--- src/design/mm3_pkg.sv ---
// Shared constants and types for the MurmurHash3 x86_32 hash engine.
// No dependencies; used by mm3_mul, murmur3_32_hash_engine and its testbench.
package mm3_pkg;

    localparam int unsigned WORD_W = 32;
    localparam int unsigned CNT_W  = 3;
    // s_axis tdata: data_word (32) + byte_count (3), padded to whole bytes
    localparam int unsigned S_TDATA_W = 40;

    localparam logic [WORD_W-1:0] C1    = 32'hcc9e2d51;
    localparam logic [WORD_W-1:0] C2    = 32'h1b873593;
    localparam logic [WORD_W-1:0] MIX_N = 32'he6546b64;
    localparam logic [WORD_W-1:0] F1    = 32'h85ebca6b;
    localparam logic [WORD_W-1:0] F2    = 32'hc2b2ae35;

    localparam logic [CNT_W-1:0] CNT_FULL = 3'd4;

    // request to the shared multiplier
    typedef struct packed {
        logic              en;
        logic [WORD_W-1:0] a;
        logic [WORD_W-1:0] b;
    } mul_req_t;

endpackage

--- src/design/mm3_mul.sv ---
// Shared 32x32 multiplier (low 32 bits of the product), registered output.
// Depends on mm3_pkg.
module mm3_mul (
    input  logic                         clk,
    input  mm3_pkg::mul_req_t            req,
    output logic [mm3_pkg::WORD_W-1:0]   prod
);

    logic [mm3_pkg::WORD_W-1:0] prod_reg;
    logic [mm3_pkg::WORD_W-1:0] prod_next;

    // product is only modulo 2^32, so the low half is all that is kept
    assign prod_next = req.en ? (req.a * req.b) : prod_reg;

    always_ff @(posedge clk)
    begin
        prod_reg <= prod_next;
    end

    assign prod = prod_reg;

endmodule

--- src/design/murmur3_32_hash_engine.sv ---
// Top level of the streaming MurmurHash3 x86_32 hash engine.
// Depends on mm3_pkg and mm3_mul.
//
// Hashes a key streamed as little-endian words (first byte in bits 7:0) with
// a byte count of 0..4 per request; counts 5..7 count as 4. A full word is
// mixed as a block; a word of one to three bytes is the tail and always ends
// the key; tlast ends the key too, and a zero-byte request with tlast ends it
// as it stands. The first request of a key loads the hash from the seed
// register (write it between keys; a write lands at the next key). At the end
// of a key the byte length (mod 2^32) is folded in, the final avalanche runs,
// and one hash is presented on m_axis. All multiplies go through one
// registered 32x32 multiplier under a small sequencer, and s_axis_tready is
// high only when the sequencer is idle. A full word without end of key is
// accepted, then takes two multiplies and a hash update; ending a key adds
// two more multiplies and the output load. An empty last request goes from
// accept straight to those; an empty request without tlast leaves the
// sequencer idle. The output stage holds a hash until taken; the sequencer
// waits in its output step only if the previous hash is still unclaimed.
module murmur3_32_hash_engine (
    input  logic                              clk,
    input  logic                              rst_n,
    // key input: tdata[31:0] data_word, tdata[34:32] byte_count, rest zero
    input  logic                              s_axis_tvalid,
    output logic                              s_axis_tready,
    input  logic [mm3_pkg::S_TDATA_W-1:0]     s_axis_tdata,
    input  logic                              s_axis_tlast,
    // hash output: tdata[31:0] hash_value
    output logic                              m_axis_tvalid,
    input  logic                              m_axis_tready,
    output logic [mm3_pkg::WORD_W-1:0]        m_axis_tdata,
    // seed register write
    input  logic                              cfg_valid,
    output logic                              cfg_ready,
    input  logic [mm3_pkg::WORD_W-1:0]        cfg_data
);

    // sequencer states
    localparam logic [2:0] ST_IDLE = 3'd0;
    localparam logic [2:0] ST_MIX1 = 3'd1; // k * C1
    localparam logic [2:0] ST_MIX2 = 3'd2; // rotl(k,15) * C2
    localparam logic [2:0] ST_UPD  = 3'd3; // fold k into hash
    localparam logic [2:0] ST_FIN1 = 3'd4; // fmix step * F1
    localparam logic [2:0] ST_FIN2 = 3'd5; // fmix step * F2
    localparam logic [2:0] ST_FIN3 = 3'd6; // final shift-xor, load output

    logic [2:0]                   state_reg, state_next;
    logic                         key_open_reg, key_open_next;
    logic [mm3_pkg::WORD_W-1:0]   seed_reg, seed_next;
    logic                         out_valid_reg, out_valid_next;
    logic [mm3_pkg::WORD_W-1:0]   out_data_reg, out_data_next;
    logic [mm3_pkg::WORD_W-1:0]   hash_reg, hash_next;
    logic [mm3_pkg::WORD_W-1:0]   len_reg, len_next;
    logic [mm3_pkg::WORD_W-1:0]   word_reg, word_next;
    logic                         tail_reg, tail_next;
    logic                         done_reg, done_next;

    logic                         in_req;
    logic [mm3_pkg::WORD_W-1:0]   in_word;
    logic [mm3_pkg::CNT_W-1:0]    in_cnt;
    logic [mm3_pkg::CNT_W-1:0]    cnt_sat;
    logic [mm3_pkg::WORD_W-1:0]   byte_mask;
    logic [mm3_pkg::WORD_W-1:0]   base_hash;
    logic [mm3_pkg::WORD_W-1:0]   base_len;
    logic                         in_tail;
    logic                         in_done;

    mm3_pkg::mul_req_t            mul_req;
    logic [mm3_pkg::WORD_W-1:0]   prod;
    logic [mm3_pkg::WORD_W-1:0]   k_rot;
    logic [mm3_pkg::WORD_W-1:0]   h_mix;
    logic [mm3_pkg::WORD_W-1:0]   h_rot;
    logic [mm3_pkg::WORD_W-1:0]   fin_a;
    logic [mm3_pkg::WORD_W-1:0]   fin_b;
    logic                         out_free;

    mm3_mul u_mul (
        .clk  (clk),
        .req  (mul_req),
        .prod (prod)
    );

    assign s_axis_tready = (state_reg == ST_IDLE);
    assign in_req        = s_axis_tvalid && s_axis_tready;
    assign in_word       = s_axis_tdata[mm3_pkg::WORD_W-1:0];
    assign in_cnt        = s_axis_tdata[mm3_pkg::WORD_W+mm3_pkg::CNT_W-1:mm3_pkg::WORD_W];
    assign cnt_sat       = (in_cnt > mm3_pkg::CNT_FULL) ? mm3_pkg::CNT_FULL : in_cnt;
    assign in_tail       = (cnt_sat != '0) && (cnt_sat != mm3_pkg::CNT_FULL);
    assign in_done       = in_tail || s_axis_tlast;

    // a new key starts from the seed with zero length
    assign base_hash = key_open_reg ? hash_reg : seed_reg;
    assign base_len  = key_open_reg ? len_reg : '0;

    always_comb
    begin
        unique case (cnt_sat)
            3'd0:    byte_mask = 32'h00000000;
            3'd1:    byte_mask = 32'h000000ff;
            3'd2:    byte_mask = 32'h0000ffff;
            3'd3:    byte_mask = 32'h00ffffff;
            default: byte_mask = 32'hffffffff;
        endcase
    end

    // rotations are wiring
    assign k_rot = {prod[16:0], prod[31:17]};          // rotl 15
    assign h_mix = hash_reg ^ prod;
    assign h_rot = {h_mix[18:0], h_mix[31:19]};        // rotl 13
    assign fin_a = (hash_reg ^ len_reg) ^ ((hash_reg ^ len_reg) >> 16);
    assign fin_b = prod ^ (prod >> 13);

    assign out_free = !out_valid_reg || m_axis_tready;

    assign cfg_ready     = 1'b1;
    assign m_axis_tvalid = out_valid_reg;
    assign m_axis_tdata  = out_data_reg;

    // multiplier operand select
    always_comb
    begin
        mul_req.en = 1'b0;
        mul_req.a  = word_reg;
        mul_req.b  = mm3_pkg::C1;
        unique case (state_reg)
            ST_MIX1:
            begin
                mul_req.en = 1'b1;
                mul_req.a  = word_reg;
                mul_req.b  = mm3_pkg::C1;
            end
            ST_MIX2:
            begin
                mul_req.en = 1'b1;
                mul_req.a  = k_rot;
                mul_req.b  = mm3_pkg::C2;
            end
            ST_FIN1:
            begin
                mul_req.en = 1'b1;
                mul_req.a  = fin_a;
                mul_req.b  = mm3_pkg::F1;
            end
            ST_FIN2:
            begin
                mul_req.en = 1'b1;
                mul_req.a  = fin_b;
                mul_req.b  = mm3_pkg::F2;
            end
            default:
            begin
                mul_req.en = 1'b0;
            end
        endcase
    end

    // sequencer
    always_comb
    begin
        state_next     = state_reg;
        key_open_next  = key_open_reg;
        seed_next      = seed_reg;
        out_valid_next = out_valid_reg;
        out_data_next  = out_data_reg;
        hash_next      = hash_reg;
        len_next       = len_reg;
        word_next      = word_reg;
        tail_next      = tail_reg;
        done_next      = done_reg;

        if (cfg_valid && cfg_ready)
        begin
            seed_next = cfg_data;
        end
        if (out_valid_reg && m_axis_tready)
        begin
            out_valid_next = 1'b0;
        end

        unique case (state_reg)
            ST_IDLE:
            begin
                if (in_req)
                begin
                    hash_next     = base_hash;
                    len_next      = base_len + {{(mm3_pkg::WORD_W-mm3_pkg::CNT_W){1'b0}}, cnt_sat};
                    word_next     = in_word & byte_mask;
                    tail_next     = in_tail;
                    done_next     = in_done;
                    key_open_next = !in_done;
                    if (cnt_sat != '0)
                    begin
                        state_next = ST_MIX1;
                    end
                    else if (s_axis_tlast)
                    begin
                        state_next = ST_FIN1;
                    end
                    else
                    begin
                        state_next = ST_IDLE;
                    end
                end
            end
            ST_MIX1:
            begin
                state_next = ST_MIX2;
            end
            ST_MIX2:
            begin
                state_next = ST_UPD;
            end
            ST_UPD:
            begin
                if (tail_reg)
                begin
                    hash_next = h_mix;
                end
                else
                begin
                    // h * 5 + n as shift-add
                    hash_next = (h_rot << 2) + h_rot + mm3_pkg::MIX_N;
                end
                state_next = done_reg ? ST_FIN1 : ST_IDLE;
            end
            ST_FIN1:
            begin
                state_next = ST_FIN2;
            end
            ST_FIN2:
            begin
                state_next = ST_FIN3;
            end
            ST_FIN3:
            begin
                if (out_free)
                begin
                    out_valid_next = 1'b1;
                    out_data_next  = prod ^ (prod >> 16);
                    state_next     = ST_IDLE;
                end
            end
            default:
            begin
                state_next = ST_IDLE;
            end
        endcase
    end

    always_ff @(posedge clk or negedge rst_n)
    begin
        if (!rst_n)
        begin
            state_reg     <= ST_IDLE;
            key_open_reg  <= 1'b0;
            seed_reg      <= '0;
            out_valid_reg <= 1'b0;
        end
        else
        begin
            state_reg     <= state_next;
            key_open_reg  <= key_open_next;
            seed_reg      <= seed_next;
            out_valid_reg <= out_valid_next;
        end
    end

    always_ff @(posedge clk)
    begin
        out_data_reg <= out_data_next;
        hash_reg     <= hash_next;
        len_reg      <= len_next;
        word_reg     <= word_next;
        tail_reg     <= tail_next;
        done_reg     <= done_next;
    end

endmodule

--- config.mk ---
export PLATFORM = sky130hd
export DESIGN_NAME = murmur3_32_hash_engine
export DESIGN_NICKNAME = d
export VERILOG_FILES = /design/src/design/mm3_pkg.sv /design/src/design/mm3_mul.sv /design/src/design/murmur3_32_hash_engine.sv
export SDC_FILE = /design/constraint.sdc
export NUM_CORES = 1
export LEC_CHECK = 0
export ABC_AREA = 1
export BUFFER_PORTS_ARGS = -buffer_cell sky130_fd_sc_hd__buf_2
export CAP_MARGIN = 25
export CORE_ASPECT_RATIO = 1.1
export CORE_MARGIN = 4
export CORE_UTILIZATION = 40
export CTS_BUF_LIST = sky130_fd_sc_hd__clkbuf_16
export DETAILED_ROUTE_END_ITERATION = 8
export GPL_TIMING_DRIVEN = 0
export SKIP_LAST_GASP = 1
export SYNTH_ARGS = -nofsm -noshare
export SYNTH_HDL_FRONTEND = slang
export SYNTH_SLANG_ARGS = --single-unit
--- constraint.sdc ---
create_clock -name clk -period 18.29 [get_ports clk]
set_input_delay 1.829 -clock clk [delete_from_list [all_inputs] [get_ports clk]]
set_output_delay 1.829 -clock clk [all_outputs]
set_load 0.01 [all_outputs]
==> flow_metrics.env <==
export IMPL_fillCellCount=6846
export IMPL_vias_per_cell=5.11
export IMPL_synthesis_instances=3202
export IMPL_drcViolationCount=0
export IMPL_portBuffers=105
export IMPL_die_w_um=257
export IMPL_n_antenna_cell=0
export IMPL_synth_top_cell_area_share=0.290
export IMPL_netlist_top_cell_by_area="fa_1"
export IMPL_grt_pass1_wl_um=144000
export IMPL_startpoint_type="flop"
export IMPL_regArea_um2=5790
export IMPL_grt_pass1_vias=22200
export IMPL_tns_ps=0
export IMPL_first_pass_iters=6
export IMPL_die_area_um2=72500
export IMPL_required_ps=18540
export IMPL_die_h_um=282
export IMPL_slew_viol_final=0
export IMPL_ys_seq_elements=199
export IMPL_cts_tree="yes"
export IMPL_grt_max_degree=38
export IMPL_ys_top_cells_by_area="fa_1 29%, edfxtp_1 18%, inv_1 11%"
export IMPL_synth_cell_type_count=57
export IMPL_cts_made_buffers=17
export IMPL_clkSinkCount=199
export IMPL_avgSynthCellArea_um2=8.52
export IMPL_slew_limit_headroom=0.328
export IMPL_finalCritPeriodShare=0.520
export IMPL_post_cts_setup_buffers=0
export IMPL_syn_nets=3870
export IMPL_mostFrequentLayoutCells="835 x inv_1, 575 x nand2_1, 396 x fa_1, 242 x nor2_1, 194 x ha_1"
export IMPL_cp_arrival_ps=9760
export IMPL_design_portCount=113
export IMPL_synthArstFlopShare=0.186
export IMPL_coreArea_um2=67700
export IMPL_final_antenna_net_count=0
export IMPL_worst_path_max_delay_cell="clkbuf_1"
export IMPL_first_iter_violations=1746
export IMPL_drv_cap=0
export IMPL_syn_area_um2=27300
export IMPL_hold_class="flop to flop"
export IMPL_postCtsHoldBufs=0
export IMPL_layout_drive_gt1_share=0.0747
export IMPL_route_top_layer_used="met5"
export IMPL_nets=4002
export IMPL_mostFrequentLayoutCell="inv_1"
export IMPL_critPathKind="flop to flop"
export IMPL_wl_met3_um=6160
export IMPL_wl_met2_um=48100
export IMPL_wl_met1_um=38000
export IMPL_cts_root_buffer="clkbuf_16"
export IMPL_initial_core_util=0.403
export IMPL_multi_input_area_um2=18000
export IMPL_setup_viol_count_final=0
export IMPL_period_minus_slack_ps=9510
export IMPL_cts_resized=0
export IMPL_finalHoldViolations=0
export IMPL_skew_ps=13.5
export IMPL_wl_per_cell_um=23.4
export IMPL_area_growth_synth_to_final_pct=8.88
export IMPL_vias=21800
export IMPL_path_clk_slew_ps=90
export IMPL_place_gp_congestion=1.02
export IMPL_status="complete, no violations"
export IMPL_num_rows=100
export IMPL_routed_wl_um=99600
export IMPL_synth_seq_area_share=0.212
export IMPL_rsz0062_at_grt="no"
export IMPL_h_tree_depth=4
export IMPL_critPathMaxStageDelay_ps=640
export IMPL_dp_hpwl_um=86200
export IMPL_antenna_found_initial=1
export IMPL_endpoint_kind="flop"
export IMPL_track_usage=0.277
export IMPL_clockBufferDepth=2
export IMPL_tightest_slew_ps=1010
export IMPL_max_freq_mhz=105
export IMPL_synth_ff_type="edfxtp_1"
export IMPL_yosys_warnings=0
export IMPL_clk_latency_ps=500
export IMPL_cpMostUsedCell="fa_1"
export IMPL_cp_max_fo=10
export IMPL_overflow=0
export IMPL_synth_edf_count=162
cells in the mapped netlist (all sizes together) (21+ instances only):
cell type	instances
nor2	253
nand2	601
fa	396
xnor2	75
inv	849
nand4	21
clkbuf	44
a21oi	98
ha	194
dfrtp	37
edfxtp	162
o21ai	104
nor3	25
xor2	98
nand3	116
cell type report:
type | instances | area share
tap | 918 | 0.0387
buffer | 63 | 0.0106
sequential | 199 | 0.195
timing repair buffer | 113 | 0.0218
clock inverter | 15 | 0.00623
inverter | 849 | 0.108
multi-input combinational | 2091 | 0.606
clock buffer | 17 | 0.0143
through the flow:
stage | hold slack (ps) | utilization | area (µm²) | cells | worst slack (ps)
6_report | 483 | 0.439 | 29700 | 4265 | 8780
5_1_grt | 499 | 0.439 | 29700 | 4265 | 8430
4_1_cts | 494 | 0.439 | 29700 | 4263 | 8930
3_5_place_dp | 472 | 0.430 | 29100 | 4231 | 8960
3_3_place_gp | 471 | 0.428 | 29000 | 4225 | 8680
2_1_floorplan | 424 | - | 27300 | 3202 | 10720
per-layer routing:
metal	vias up	track usage
met3	269	0.0376
met1	10700	0.333
met5	-	0
li1	9946	-
met4	2	0.173
met2	902	0.472
worst paths after layout:
check | slack [ps] | start | cells past startpoint | to
worst max-delay path | 8780 | state_reg[2]$_DFFE_PN0P_ | 32 | u_mul.prod[29]$_DFFE_PP_
worst min-delay path | 480 | u_mul.prod[18]$_DFFE_PP_ | 0 | m_axis_tdata[18]$_DFFE_PP_
worst max register to register | 8780 | state_reg[2]$_DFFE_PN0P_ | 32 | u_mul.prod[29]$_DFFE_PP_
worst min register to register | 480 | u_mul.prod[18]$_DFFE_PP_ | 0 | m_axis_tdata[18]$_DFFE_PP_
max in group asynchronous | 16280 | rst_n | 1 | seed_reg[10]$_DFFE_PN0P_
min in group asynchronous | 1450 | rst_n | 1 | seed_reg[1]$_DFFE_PN0P_
logic make-up (layout without fill, tap and decap cells):
family / Yosys count / count (layout) / share of synthesized area
and+or+nand+nor: 1057 / 1057 / 0.167
xor gates and xnor gates: 173 / 173 / 0.0561
buffers and inverters: 912 / 1057 / 0.129
adders and majority gates: 590 / 590 / 0.379
AOI/OAI and AO/OA: 260 / 260 / 0.0528
DFF: 199 / 199 / 0.212
other: 1 / 1 / 0.000137
muxes: 10 / 10 / 0.00413
critical path: cells and delay by family, from the launching register on:
| kind | cells | cell delay [ps] |
|---|---|---|
| buf+inv | 11 | 2240 |
| fa+ha+maj | 9 | 4250 |
| flops | 1 | 480 |
| xor+xnor | 1 | 150 |
| compound gates | 1 | 110 |
| simple gates | 10 | 2020 |
Power is not shown: default switching activity piles up to over one toggle a cycle in this logic, so the estimate is an artifact.
